===== src/rtl/core/idrg_pkg.sv =====
// Shared types, constants and helpers for the inertial guidance block.
// No dependencies; imported by the guidance top level, its multiplier and checker.
package idrg_pkg;

  localparam int FRAC_BITS_DEF    = 16;
  localparam int CORDIC_STEPS_DEF = 16;

  // serial multiplier operand magnitudes
  localparam int MAW = 40;
  localparam int MBW = 32;

  // CORDIC vector and angle widths (angles in signed Q5.30)
  localparam int XW = 60;
  localparam int ZW = 35;

  localparam logic signed [ZW-1:0] PI_Z      = 35'sd3373259426;
  localparam logic signed [ZW-1:0] HALF_PI_Z = 35'sd1686629713;
  localparam logic signed [ZW-1:0] TWO_PI_Z  = 35'sd6746518852;
  localparam longint               TWO_PI_L  = 64'sd6746518852;
  localparam logic signed [XW-1:0] INV_K_X   = 60'sd652032874;
  localparam logic [31:0]          INV_K_Q26 = 32'd40752055;
  localparam int                   VEC_SHIFT = 24;

  typedef enum logic [2:0] {
    CFG_GOAL_X, CFG_GOAL_Y, CFG_GAIN_P, CFG_GAIN_I,
    CFG_GAIN_D, CFG_GAIN_DIST, CFG_SAMPLE_PERIOD, CFG_STOP_RADIUS
  } cfg_idx_t;

  typedef struct packed {
    logic signed [31:0] gyro_z;
    logic signed [31:0] accel_x;
    logic signed [31:0] accel_y;
  } in_word_t;

  typedef struct packed {
    logic signed [31:0] turn_rate;
    logic signed [31:0] cmd_vel_x;
    logic signed [31:0] cmd_vel_y;
    logic               arrived;
  } out_word_t;

  typedef struct packed {
    logic start;
    logic rnd_hi;   // round at bit 30 instead of the value fraction
  } mul_ctl_t;

  // atan(2^-i) in Q30, rounded
  function automatic logic [29:0] atan_q30(input logic [4:0] i);
    logic [29:0] r;
    case (i)
      5'd0:  r = 30'd843314857;
      5'd1:  r = 30'd497837829;
      5'd2:  r = 30'd263043837;
      5'd3:  r = 30'd133525159;
      5'd4:  r = 30'd67021687;
      5'd5:  r = 30'd33543516;
      5'd6:  r = 30'd16775851;
      5'd7:  r = 30'd8388437;
      5'd8:  r = 30'd4194283;
      5'd9:  r = 30'd2097149;
      5'd31: r = 30'd1;
      default: r = 30'd1 << (5'd30 - i);
    endcase
    return r;
  endfunction

  function automatic logic signed [31:0] sat32(input logic signed [79:0] v);
    logic signed [79:0] smax;
    logic signed [79:0] smin;
    smax = 80'sh7FFFFFFF;
    smin = -smax - 80'sd1;
    if (v > smax) return 32'sh7FFFFFFF;
    if (v < smin) return 32'sh80000000;
    return 32'(v);
  endfunction

endpackage


===== src/rtl/core/idrg_smul.sv =====
// Bit-serial signed multiplier with rounding: one multiplier bit per cycle.
// Depends on idrg_pkg (operand widths, control struct).
module idrg_smul #(
  parameter int FRAC_BITS = idrg_pkg::FRAC_BITS_DEF
) (
  input  logic                    clk,
  input  logic                    rst_n,
  input  idrg_pkg::mul_ctl_t      ctl,
  input  logic signed [idrg_pkg::MAW:0] a,
  input  logic signed [idrg_pkg::MBW:0] b,
  output logic                    done,
  output logic signed [idrg_pkg::MAW+idrg_pkg::MBW+1-FRAC_BITS:0] res
);
  import idrg_pkg::*;

  localparam int PW = MAW + MBW + 1;
  localparam int RW = PW - FRAC_BITS + 1;
  localparam int CW = $clog2(MBW);

  logic [MAW-1:0]   ma_r;
  logic [PW-1:0]    p_r;
  logic             neg_r, sel_r, run_r, fin_r, done_r;
  logic [CW-1:0]    cnt_r;
  logic signed [RW-1:0] res_r;

  logic [MAW:0]     sum;
  logic [PW-1:0]    pr;
  logic [RW-2:0]    mag;

  // partial product added into the upper half, multiplier shifts out below
  assign sum = p_r[PW-1:MBW] + (p_r[0] ? {1'b0, ma_r} : '0);
  assign pr  = p_r + (sel_r ? (PW'(1) << 29) : (PW'(1) << (FRAC_BITS - 1)));
  assign mag = sel_r ? (RW-1)'(pr >> 30) : (RW-1)'(pr >> FRAC_BITS);

  always_ff @(posedge clk) begin
    if (!rst_n) begin
      run_r  <= 1'b0;
      fin_r  <= 1'b0;
      done_r <= 1'b0;
    end else begin
      done_r <= 1'b0;
      if (ctl.start) begin
        ma_r  <= MAW'(a[MAW] ? -a : a);
        p_r   <= {(MAW+1)'(0), MBW'(b[MBW] ? -b : b)};
        neg_r <= a[MAW] ^ b[MBW];
        sel_r <= ctl.rnd_hi;
        cnt_r <= '0;
        run_r <= 1'b1;
      end else if (run_r) begin
        p_r   <= {1'b0, sum, p_r[MBW-1:1]};
        cnt_r <= cnt_r + 1'b1;
        if (cnt_r == CW'(MBW - 1)) begin
          run_r <= 1'b0;
          fin_r <= 1'b1;
        end
      end else if (fin_r) begin
        res_r  <= neg_r ? -$signed({1'b0, mag}) : $signed({1'b0, mag});
        done_r <= 1'b1;
        fin_r  <= 1'b0;
      end
    end
  end

  assign done = done_r;
  assign res  = res_r;

endmodule


===== config.mk =====
export PLATFORM = sky130hd
export DESIGN_NAME = idrg_smul
export DESIGN_NICKNAME = d
export VERILOG_FILES = /design/src/rtl/core/idrg_pkg.sv /design/src/rtl/core/idrg_smul.sv
export SDC_FILE = /design/constraint.sdc
export NUM_CORES = 1
export LEC_CHECK = 0
export CORE_MARGIN = 5
export CORE_UTILIZATION = 30
export DETAILED_ROUTE_END_ITERATION = 10
export DONT_BUFFER_PORTS = 1
export PLACE_DENSITY = 0.47
export SYNTH_ARGS = -nofsm -noshare
export SYNTH_HDL_FRONTEND = slang
export SYNTH_SLANG_ARGS = --single-unit

===== constraint.sdc =====
create_clock -name clk -period 12.1 [get_ports clk]
set_clock_uncertainty 0.05 [all_clocks]
set_input_delay 1.815 -clock clk [delete_from_list [all_inputs] [get_ports clk]]
set_output_delay 1.815 -clock clk [all_outputs]
set_load 0.01 [all_outputs]

==> impl_metrics.csv <==
group,metric,value,unit
drt,vias,10600,
die,core-area,0.0452,mm²
place,dp_hpwl,28300,µm
sta,tightestPinTransition,1100,ps
worst_setup_path,crit_fanout,19,
clocking,cts_sinks,180,
synthesis,yosys_warnings,0,
layout,drive_above_1_share,5.22,%
worst_setup_path,cp-end-kind,"register",
synthesis,yosys.area_share.simple,22.3,%
synthesis,yosys-top-cells-area,"edfxtp_1 39%, xnor2_1 7.8%, xor2_1 4.6%, ha_1 4.3%, nor2_1 3.8%",
global_routing,grtUsageTotal,14.4,%
global_routing,grt_max_degree,120,
worst_setup_path,reg2reg_from,"sel_r",
place,gp_congestion,0.844,
clocking,postCtsSetupRepairBufs,0,
sta,finalHoldViolCount,0,
synthesis,ys_async_sr_fraction,0,%
worst_setup_path,r2r-end,"res[56]",
synthesis,synth_compound_area_share,16.5,%
clocking,h-tree-depth,4,
worst_hold_path,min_to,"done",
pwr,ir_drop,0.102,mV
layout,antennaDiodeCount,0,
sta,slew-limit-headroom,25.9,%
die,row_count,78,
worst_setup_path,crit_path_start_kind,"register",
synthesis,synth_top_cell_area_share,39.0,%
worst_setup_path,worst_ep_arrival_time,5840,ps
synthesis,synth-xor-area-share,12.5,%
clocking,cts_tree,"built",
die,start_util,30.2,%
synthesis,yosysSeqAreaShare,39.4,%
worst_hold_path,min_from,"run_r",
place,place_ws,6390,ps
pwr,leakage,4.96,nW
drt,firstDrtPassIters,6,
die,die-height,223,µm
synthesis,synth_top_family_by_area,"simple AND/OR/NAND/NOR gates",
run,drv_cap,0,
global_routing,grt_pass1_vias,9931,
synthesis,ys.flop_type,"edfxtp_1",
sta,max_freq,0.176,GHz
drt,postRouteWirelength,36600,µm
layout,final_cell_mix,"177 x edfxtp_1, 137 x nor2_1, 122 x xnor2_1",
synthesis,synth_nets,1576,
drt,drc,0,
worst_setup_path,rrSetupSlack,6420,ps
synthesis,synth_mux_area_share,1.88,%
global_routing,grt_pass1_wl,57800,µm
die,die_w,223,µm
layout,final_common_cell,"edfxtp_1",
synthesis,synth_top_cell_by_area,"edfxtp_1",
place,numPortBuffers,0,
clocking,path_clk_slew,80,ps
worst_hold_path,hp-class,"reg -> reg",
worst_setup_path,critPathRequiredTime,12260,ps
clocking,cts_hold_buf,0,
drt,antenna_left,0,
clocking,cts_buffers,17,
pwr,power.density,118,mW/mm²
synthesis,syn_inst,1450,
clocking,root_buffer,"clkbuf_16",
clocking,cts_resized,0,
synthesis,ys_ff_latch,180,
worst_setup_path,r2r_cells,16,
clocking,worstSkewPairLatency,470,ps
layout,fin_nets,1531,
sta,timing.final.ws_setup,6420,ps
worst_setup_path,setup.worst_path.class,"reg -> reg",
sta,rsz0062_at_grt,"no",
sta,setup_viol,0,
drt,routedWlPerCell,18.2,µm
drt,viasPerCell,5.24,
synthesis,synth_area,0.0136,mm²
drt,drtIter0Drc,741,
layout,areaGrowthSynthToFinish,7.99,%
clocking,max-clock-path-buffers,2,
synthesis,syn_avg_cell_area,9.40,µm²
synthesis,yosysUniqueCellTypes,78,
sta,slew_viol_final,0,
global_routing,grt_antenna_before_repair,0,
die,io_pins,137,
outcome,status,"finished clean",
synthesis,synth_edf_count,177,
worst_hold_path,min_path_cells,1,
sta,period_needed,5680,ps
sta,tns,0,ps
sta,finalCritPeriodShare,47.0,%
global_routing,grt.overflow.total,0,
synthesis,yosys.area_share.adder,4.46,%
die,die_area,0.0498,mm²
==> final cells by class <==
| cell class | count | area [µm²] |
|---|---|---|
| Timing Repair Buffer | 8 | 60.1 |
| Tap cell | 600 | 751 |
| Clock buffer | 21 | 450 |
| Multi-Input combinational cell | 1170 | 7860 |
| Inverter | 28 | 105 |
| Clock inverter | 11 | 119 |
| Sequential cell | 180 | 5380 |
| Fill cell | 4663 | 30500 |
==> critical path, stage by stage, from the launching register on <==
cell and delay (ps):
edfxtp_1 620, nor2b_1 200, ha_1 260, nand3_2 220, o41ai_2 950, nand2_1 150
xor2_1 240, nand2_1 80, o21ai_0 130, ha_1 180, inv_1 50, or4b_2 730
or4_1 470, nor3b_2 360, nand2_1 210, o41ai_1 410, xnor2_1 120
==> cell usage after synthesis, drive strengths merged, types with 5 or more instances <==
master  instances
edfxtp        177
nor2          137
xnor2         122
a21oi          99
nand2          86
o21ai          77
xor2           72
and2           56
clkbuf         50
ha             47
nor3           46
nand3          45
o31ai          37
nand4          31
or4            28
inv            27
nor4           27
a21o           26
or3            26
and3           22
buf            22
mux2i          20
o41ai          15
a31oi          14
nand2b         13
nor2b          11
a211oi          8
a21boi          8
and4            8
or2             8
a211o           6
mux2            5
o21a            5
o311ai          5
o31a            5
==> registers in the layout (all words and copies together) (netlist names) <==
register,cells
p_r,72
res,58
ma_r,40
cnt_r,5
done,1
fin_r,1
neg_r,1
run_r,1
sel_r,1
==> worst max path at each step <==
stage,start,slack (ps),to
after floorplan,ctl[1],5070,res[0]
after global placement,sel_r,6470,res[56]
after detailed placement,sel_r,6390,res[56]
after CTS,sel_r,6390,res[46]
after global routing,sel_r,5860,res[56]
final,sel_r,6420,res[56]
==> metal layers <==
layer  global-route usage, %  share of wire, %  vias to the layer above  routed length (µm)
li1                        -                 -                     5363                   -
met1                    21.7                51                     4979               18900
met2                    21.0                42                      208               15500
met3                    2.74               4.5                       34                1640
met4                    4.25               1.6                        0                 592
met5                       0                 0                        -                   0
==> power breakdown <==
group	total (W)	internal, W	switching, W
Combinational	0.000393	0.000160	0.000233
Sequential	0.000785	0.000742	0.0000424
Clock	0.000554	0.000294	0.000259
Total	0.00173	0.00120	0.000535
==> stage by stage <==
step	area, µm²	cells	hold WS [ps]	total power, W	utilization, %
after floorplan	13600	1450	367	0.00109	-
after global placement	14100	1986	405	0.00119	31.3
after detailed placement	14100	1986	416	0.00119	31.3
after CTS	14700	2018	435	0.00175	32.6
after global routing	14700	2018	458	0.00183	32.6
final	14700	2018	434	0.00173	32.6
==> cell families after synthesis <==
| family | count (synthesis) |
|---|---|
| flops | 180 |
| fa+ha+maj | 48 |
| mux | 25 |
| xor+xnor | 194 |
| simple gates | 560 |
| compound gates | 343 |
| buf+inv | 100 |
Power figures use the tool's default switching activity.
